[config.mk]
export PLATFORM = sky130hd
export DESIGN_NAME = tcsu_ctrl
export DESIGN_NICKNAME = d
export VERILOG_FILES = /design/src/sv/tcsu_pkg.sv /design/src/sv/tcsu_ctrl.sv
export SDC_FILE = /design/constraint.sdc
export NUM_CORES = 1
export LEC_CHECK = 0
export ABC_AREA = 1
export BUFFER_PORTS_ARGS = -buffer_cell sky130_fd_sc_hd__buf_2
export CORE_AREA = 3 3 40 42
export DETAILED_ROUTE_END_ITERATION = 8
export DIE_AREA = 0 0 43 45
export PLACE_DENSITY_LB_ADDON = 0.12
export SETUP_SLACK_MARGIN = 0.4
export SLEW_MARGIN = 40
export SYNTH_ARGS = -nofsm -noshare
export SYNTH_HDL_FRONTEND = slang
export SYNTH_SLANG_ARGS = --single-unit
[constraint.sdc]
create_clock -name clock -period 2.4 [get_ports clock]
set_input_delay 0.24 -clock clock [delete_from_list [all_inputs] [get_ports clock]]
set_output_delay 0.24 -clock clock [all_outputs]
set_load 0.02 [all_outputs]
[src/sv/tcsu_pkg.sv]
// ----------------------------------------------------------------------------
// tcsu_pkg: shared types and constants of the text console scrollback unit
// Geometry of the scrollback store, command codes, item and result
// structures, and the command/status bundles between controller and datapath.
// ----------------------------------------------------------------------------
package tcsu_pkg;

   // geometry
   localparam int COLUMNS     = 80;
   localparam int VIEW_ROWS   = 25;
   localparam int STORE_ROWS  = 128;
   localparam int STORE_CELLS = COLUMNS * STORE_ROWS;
   localparam int VIEW_CELLS  = COLUMNS * VIEW_ROWS;
   localparam int VIEW_CAP    = (STORE_CELLS > VIEW_CELLS) ? STORE_CELLS - VIEW_CELLS : 0;
   localparam int VIEW_MAX    = (STORE_ROWS - 1) * COLUMNS;

   // field widths
   localparam int CMD_W   = 3;
   localparam int CHAR_W  = 8;
   localparam int COLOR_W = 4;
   localparam int ROW_W   = 7;
   localparam int REQ_W   = 11;
   localparam int CELL_W  = 14;
   localparam int ADDR_W  = $clog2(STORE_CELLS);
   localparam int COL_W   = $clog2(COLUMNS);
   localparam int SUM_W   = CELL_W + 1;
   localparam int WORD_W  = CHAR_W + COLOR_W;

   // stream widths, packed fields padded to whole bytes
   localparam int REQ_BITS    = CMD_W + CHAR_W + COLOR_W + ROW_W + REQ_W;
   localparam int REQ_TDATA_W = ((REQ_BITS + 7) / 8) * 8;
   localparam int RSP_BITS    = 2 * CELL_W + CHAR_W + COLOR_W + 1;
   localparam int RSP_TDATA_W = ((RSP_BITS + 7) / 8) * 8;

   // command codes
   localparam logic [CMD_W-1:0] CMD_PUT         = 3'd0;
   localparam logic [CMD_W-1:0] CMD_SCROLL_UP   = 3'd1;
   localparam logic [CMD_W-1:0] CMD_SCROLL_DOWN = 3'd2;
   localparam logic [CMD_W-1:0] CMD_READ        = 3'd3;
   localparam logic [CMD_W-1:0] CMD_SET_VIEW    = 3'd4;

   // character constants
   localparam logic [CHAR_W-1:0]  NEWLINE_CHAR = 8'h0A;
   localparam logic [CHAR_W-1:0]  BLANK_CHAR   = 8'h20;
   localparam logic [COLOR_W-1:0] BLANK_COLOR  = 4'h0;

   typedef struct packed {
      logic [CMD_W-1:0]   command;
      logic [CHAR_W-1:0]  character;
      logic [COLOR_W-1:0] color;
      logic [ROW_W-1:0]   row;
      logic [REQ_W-1:0]   cell_req;
   } item_type;

   typedef struct packed {
      logic [CELL_W-1:0]  cursor;
      logic [CELL_W-1:0]  view_start;
      logic [CHAR_W-1:0]  cell_char;
      logic [COLOR_W-1:0] cell_color;
      logic               overflow;
   } result_type;

   // controller to datapath
   typedef struct packed {
      logic capture;
      logic execute;
      logic fill_step;
      logic scroll_step;
      logic load_rsp;
   } dp_cmd_type;

   // datapath to controller
   typedef struct packed {
      logic start_fill;
      logic start_scroll;
      logic fill_last;
      logic scroll_more;
   } dp_status_type;

endpackage

[src/sv/tcsu_ctrl.sv]
// ----------------------------------------------------------------------------
// tcsu_ctrl: sequencing controller of the console
// Accepts a transaction, runs the execute, newline fill and scroll steps,
// and hands the result to the output register.
// ----------------------------------------------------------------------------
module tcsu_ctrl (
   input  logic                    clock,
   input  logic                    reset,
   input  logic                    req_tvalid,
   output logic                    req_tready,
   output logic                    rsp_tvalid,
   input  logic                    rsp_tready,
   input  tcsu_pkg::dp_status_type status,
   output tcsu_pkg::dp_cmd_type    cmd
);
   import tcsu_pkg::*;

   typedef enum logic [2:0] {
      S_IDLE,
      S_EXEC,
      S_FILL,
      S_SCROLL,
      S_RESP
   } state_type;

   state_type state_ff, state_in;
   logic      rsp_tvalid_ff, rsp_tvalid_in;
   logic      slot_free;
   logic      accept;

   // handshake and step commands
   assign slot_free       = !rsp_tvalid_ff || rsp_tready;
   assign req_tready      = (state_ff == S_IDLE) || ((state_ff == S_RESP) && slot_free);
   assign accept          = req_tvalid && req_tready;
   assign cmd.capture     = accept;
   assign cmd.execute     = state_ff == S_EXEC;
   assign cmd.fill_step   = state_ff == S_FILL;
   assign cmd.scroll_step = (state_ff == S_SCROLL) && status.scroll_more;
   assign cmd.load_rsp    = (state_ff == S_RESP) && slot_free;
   assign rsp_tvalid      = rsp_tvalid_ff;

   // next state
   always_comb begin
      state_in      = state_ff;
      rsp_tvalid_in = rsp_tvalid_ff && !rsp_tready;
      unique case (state_ff)
         S_IDLE: begin
            if (accept) state_in = S_EXEC;
         end
         S_EXEC: begin
            if (status.start_fill) begin
               state_in = S_FILL;
            end else if (status.start_scroll) begin
               state_in = S_SCROLL;
            end else begin
               state_in = S_RESP;
            end
         end
         S_FILL: begin
            if (status.fill_last) state_in = S_SCROLL;
         end
         S_SCROLL: begin
            if (!status.scroll_more) state_in = S_RESP;
         end
         S_RESP: begin
            if (slot_free) begin
               rsp_tvalid_in = 1'b1;
               state_in      = accept ? S_EXEC : S_IDLE;
            end
         end
         default: begin
            state_in = S_IDLE;
         end
      endcase
   end

   // state and registered outputs
   always_ff @(posedge clock) begin
      if (reset) begin
         state_ff      <= S_IDLE;
         rsp_tvalid_ff <= 1'b0;
      end else begin
         state_ff      <= state_in;
         rsp_tvalid_ff <= rsp_tvalid_in;
      end
   end

`ifndef SYNTH
   a_no_overwrite: assert property (@(posedge clock) disable iff (reset)
      (rsp_tvalid_ff && !rsp_tready) |-> !cmd.load_rsp)
      else $error("result register overwritten while held");

   a_accept_exec: assert property (@(posedge clock) disable iff (reset)
      accept |=> state_ff == S_EXEC)
      else $error("accepted transaction not executed");

   a_fill_end: assert property (@(posedge clock) disable iff (reset)
      (state_ff == S_FILL && status.fill_last) |=> state_ff == S_SCROLL)
      else $error("newline fill ran past row end");
`endif

endmodule

# After elaboration in Yosys (flattened, before gate mapping)
# Cells that the tools add are included.
dict set report classes {
  div 0
  eq_ne 8
  shift 0
  addsub 0
  magnitude_cmp 0
  n_bitwise 0
  mul 0
  n_mux 10
  n_reduce_logical 10
}
# cell n
set ops {}
lappend ops {{$mux 3} 6}
lappend ops {{$pmux 3 s5} 1}
lappend ops {{$ne 2x2->1 const B} 4}
lappend ops {{$eq 3x2->1 const B} 2}
lappend ops {{$logic_and 1x1->1} 4}
lappend ops {{$reduce_and 4->1} 1}
lappend ops {{$eq 3x1->1 const B} 1}
lappend ops {{$eq 3x3->1 const B} 1}
lappend ops {{$logic_not 3->1} 1}
lappend ops {{$mux 1} 3}
lappend ops {{$logic_not 1->1} 2}
lappend ops {{$logic_or 1x1->1} 2}
dict set report word_totals {
  output_inout_bits 7
  mem_bits_rw 0
  rom_bits 0
  n_memories 0
  latchBits 0
  in_bits 8
  elab_cells 30
  reg_bits 4
}

# Longest topological paths before layout
dict set report logic_depth {
  ltp_word 8
  depth_mapped 8
  depth_no_buf 8
}

# Worst setup path before layout
# Ideal clock, no wire load.
dict set report synth_timing {
  kind {register to output}
  startpoint {register state_ff[0]}
  endpoint {output cmd[4] (netlist bit)}
  path_slack_ns 0.917
  arrival_time_ns 1.243
  path_buffers 1
  t_required_ns 2.160
  stages_incl_launch_ff 5
  cell_sequence {dfxtp_1 nor2_2 a21boi_1 and2_1 buf_4}
}
dict set report synth_via {
  elab_chain_len 4
  elab_cells_between_ends 5
  cone_classes {eq/ne (1); reduce/logical (4)}
}
# element line_no
set synth_lines {}
lappend synth_lines {{start, declared} tcsu_ctrl.sv:26} ;# state_type state_ff, state_in;
lappend synth_lines {{start signal, assigned} tcsu_ctrl.sv:83} ;# state_ff <= state_in;
lappend synth_lines {{$eq 3x3->1} tcsu_ctrl.sv:33} ;# assign req_tready = (state_ff == S_IDLE) || ((state_ff == S_RESP) && slot_free);
lappend synth_lines {{$logic_and 1x1->1} tcsu_ctrl.sv:33}
lappend synth_lines {{$logic_or 1x1->1 (*)} tcsu_ctrl.sv:33}
lappend synth_lines {{named net req_tready} tcsu_ctrl.sv:10} ;# output logic req_tready,
lappend synth_lines {{$logic_and 1x1->1 (*)} tcsu_ctrl.sv:34} ;# assign accept = req_tvalid && req_tready;
lappend synth_lines {{end, declared} tcsu_ctrl.sv:14} ;# output tcsu_pkg::dp_cmd_type cmd
# The timed path passes the listed nets; every way through them passes the cells marked *.

==> flow_summary.yaml <==
status:
  outcome: "complete, no violations"
setup_path:
  path_buf_inv: 1
  r2r_cells: 7
  worstPathArrival_ps: 1250
  cp_num_cells: 4
  path_cells: "nor2_2 > a21boi_1 > and2_1 > buf_2"
  critPathKind: "register to output port"
  slowest_delay_ps: 340
  crit_fanout: 5
  critPathSlowestCell: "dfxtp_1"
  critPathTopFamily: "flip-flops"
  endpoint_kind: "output port"
  cp-start-kind: "register"
  worstPathRequired_ps: 2160
sta:
  worst_slew_margin_rel: 0.836
  finalSetupViolations: 0
  fin_crit_ps: 1490
  tns_ps: 0
  maxSlewViolCount: 0
  final-hold-violation-count: 0
  hold_ws_ps: 226
  final.setup_skew_ps: 3.47
  finalCritPeriodShare: 0.622
  fmax_mhz: 670
  tightest_slew_ps: 245
  rsz0062_at_grt: "no"
die:
  rows: 13
  fp.coreArea_um2: 1280
  chipHeight_um: 45
  io_pins: 15
  die_width_um: 43
  initial_core_util: 0.238
  dieArea_um2: 1940
yosys:
  syn_nets: 59
  synthCells: 51
  ys_seq_area_frac: 0.262
  syn_avg_cell_area_um2: 5.99
  syn_area_um2: 305
  yosys_register_bits: 4
  yosysWarnings: 0
  ys_types: 18
routing:
  viasPerCell: 4.27
  drt-total-wl_um: 747
  drt_iter0_markers: 4
  first_pass_iters: 2
  dr_total_vias: 350
  ant_nets: 0
  detail_route.wl_per_cell_um: 9.11
  drcViolationCount: 0
place:
  dp_hpwl_um: 638
  gp_congestion: 0.712
  port_buffers: 14
power_and_ir_drop:
  leakage_nw: 0.245
  powerDensity_nw_per_um2: 1180
  power_w: 0.000484
  worst_ir_drop_vdd_v: 0.000436
clock_network:
  cts_buffers: 3
  cts_buffer_depth: 2
  postCtsHoldBufs: 0
  clkTransAtPathRegs_ps: 30
  htreeDepth: 1
  postCtsSetupBuffers: 0
  clock_latency_ps: 230
  tritoncts: "built"
  clock-sinks: 4
  root_buffer: "clkbuf_4"
  cts_resized: 0
global_route:
  grt_max_degree: 8
  grt_pass1_wl_mm: 1.24
  overflow: 0
  grt_pass1_vias: 316
  grtUsageTotal: 0.0890
  antenna_found_initial: 0
cells_and_area:
  antenna_cells: 0
  synthToLayoutAreaGrowth_pct: 34.0
  drive_above_1_share: 0.343
  final_nets: 77
flow_run:
  maxCapViolations: 0
min_path:
  hp-class: "input pin to register"
  hold_depth: 2
placed cells by master, fill, tap and decap left out:
master / netlist / routed
inv_2: 1 / 1
nor2_2: 3 / 3
or2_2: 1 / 1
nor2_1: 7 / 7
and2_1: 1 / 1
inv_1: 7 / 7
nand4_2: 1 / 1
o21ai_1: 1 / 1
nand4_1: 1 / 1
nand2_1: 12 / 12
a21boi_1: 1 / 1
nand3_1: 3 / 3
o21bai_1: 1 / 1
buf_2: 0 / 14
clkbuf_4: 0 / 3
clkinv_1: 1 / 1
a21oi_1: 4 / 4
nand3b_1: 1 / 1
dfxtp_1: 4 / 4
cells in the mapped netlist (all sizes together):
library cell | n | share of area
a21boi | 1 | 0.025
a21oi | 4 | 0.066
and2 | 1 | 0.021
buf | 1 | 0.025
clkinv | 1 | 0.012
dfxtp | 4 | 0.26
inv | 8 | 0.098
nand2 | 12 | 0.15
nand3 | 3 | 0.049
nand3b | 1 | 0.025
nand4 | 2 | 0.061
nor2 | 10 | 0.15
o21ai | 1 | 0.016
o21bai | 1 | 0.025
or2 | 1 | 0.021
where the power goes:
part | internal [W] | leakage (nW) | switching [W] | total, W
clock network | 0.0000558 | 0.0138 | 0.0000255 | 0.0000813
registers | 0.0000917 | 0.0328 | 0.0000352 | 0.000127
logic | 0.000104 | 0.198 | 0.000171 | 0.000275
final timing paths:
kind	startpoint	endpoint	slack (ps)
worst max register to register	state_ff[2]	state_ff[2]	1200
worst min-delay path	reset	state_ff[0]	230
worst max-delay path	state_ff[0]	cmd[4]	910
worst min register to register	rsp_tvalid	rsp_tvalid	500
per-layer routing:
layer,routed length [µm],up-vias,track usage
met5,0,-,0
met4,0,0,0.0723
met3,42,0,0.0239
met2,348,9,0.138
met1,356,147,0.103
li1,-,194,-
flip-flops by register name, summed over array words and instances, names as in the netlist:
signal / cells
rsp_tvalid: 1
state_ff: 3
final cells by class:
class                   count  area, µm²
clock buffers               3       22.5
flip-flops and latches      4       80.1
inverters                   9       33.8
fillers                   162        876
well taps                  15       18.8
multi-input cells          37        184
repair buffers             14       70.1
worst reg2reg max path: stages (launching register included):
cell and delay (ps):
dfxtp_1 450, inv_2 100, nand4_2 100, nand2_1 70, nor2_2 200, nand2_1 80, nand2_1 60, nor2_1 40
cell families (layout without fill, tap and decap cells):
group                  count (synthesis)  after routing  share of synthesized area
AND/OR/NAND/NOR                       30             30                      0.471
buffers and inverters                 10             26                      0.135
AO/OA/AOI/OAI                          7              7                      0.131
flip-flops                             4              4                      0.262
through the flow:
step | setup slack, ps | instance area, µm² | util | cells
2_1_floorplan | 917 | 305 | - | 51
3_3_place_gp | 1160 | 387 | 0.301 | 79
3_5_place_dp | 1130 | 387 | 0.301 | 79
4_1_cts | 882 | 409 | 0.318 | 82
5_1_grt | 828 | 409 | 0.318 | 82
6_report | 908 | 409 | 0.318 | 82
Power figures use the tool's default switching activity.
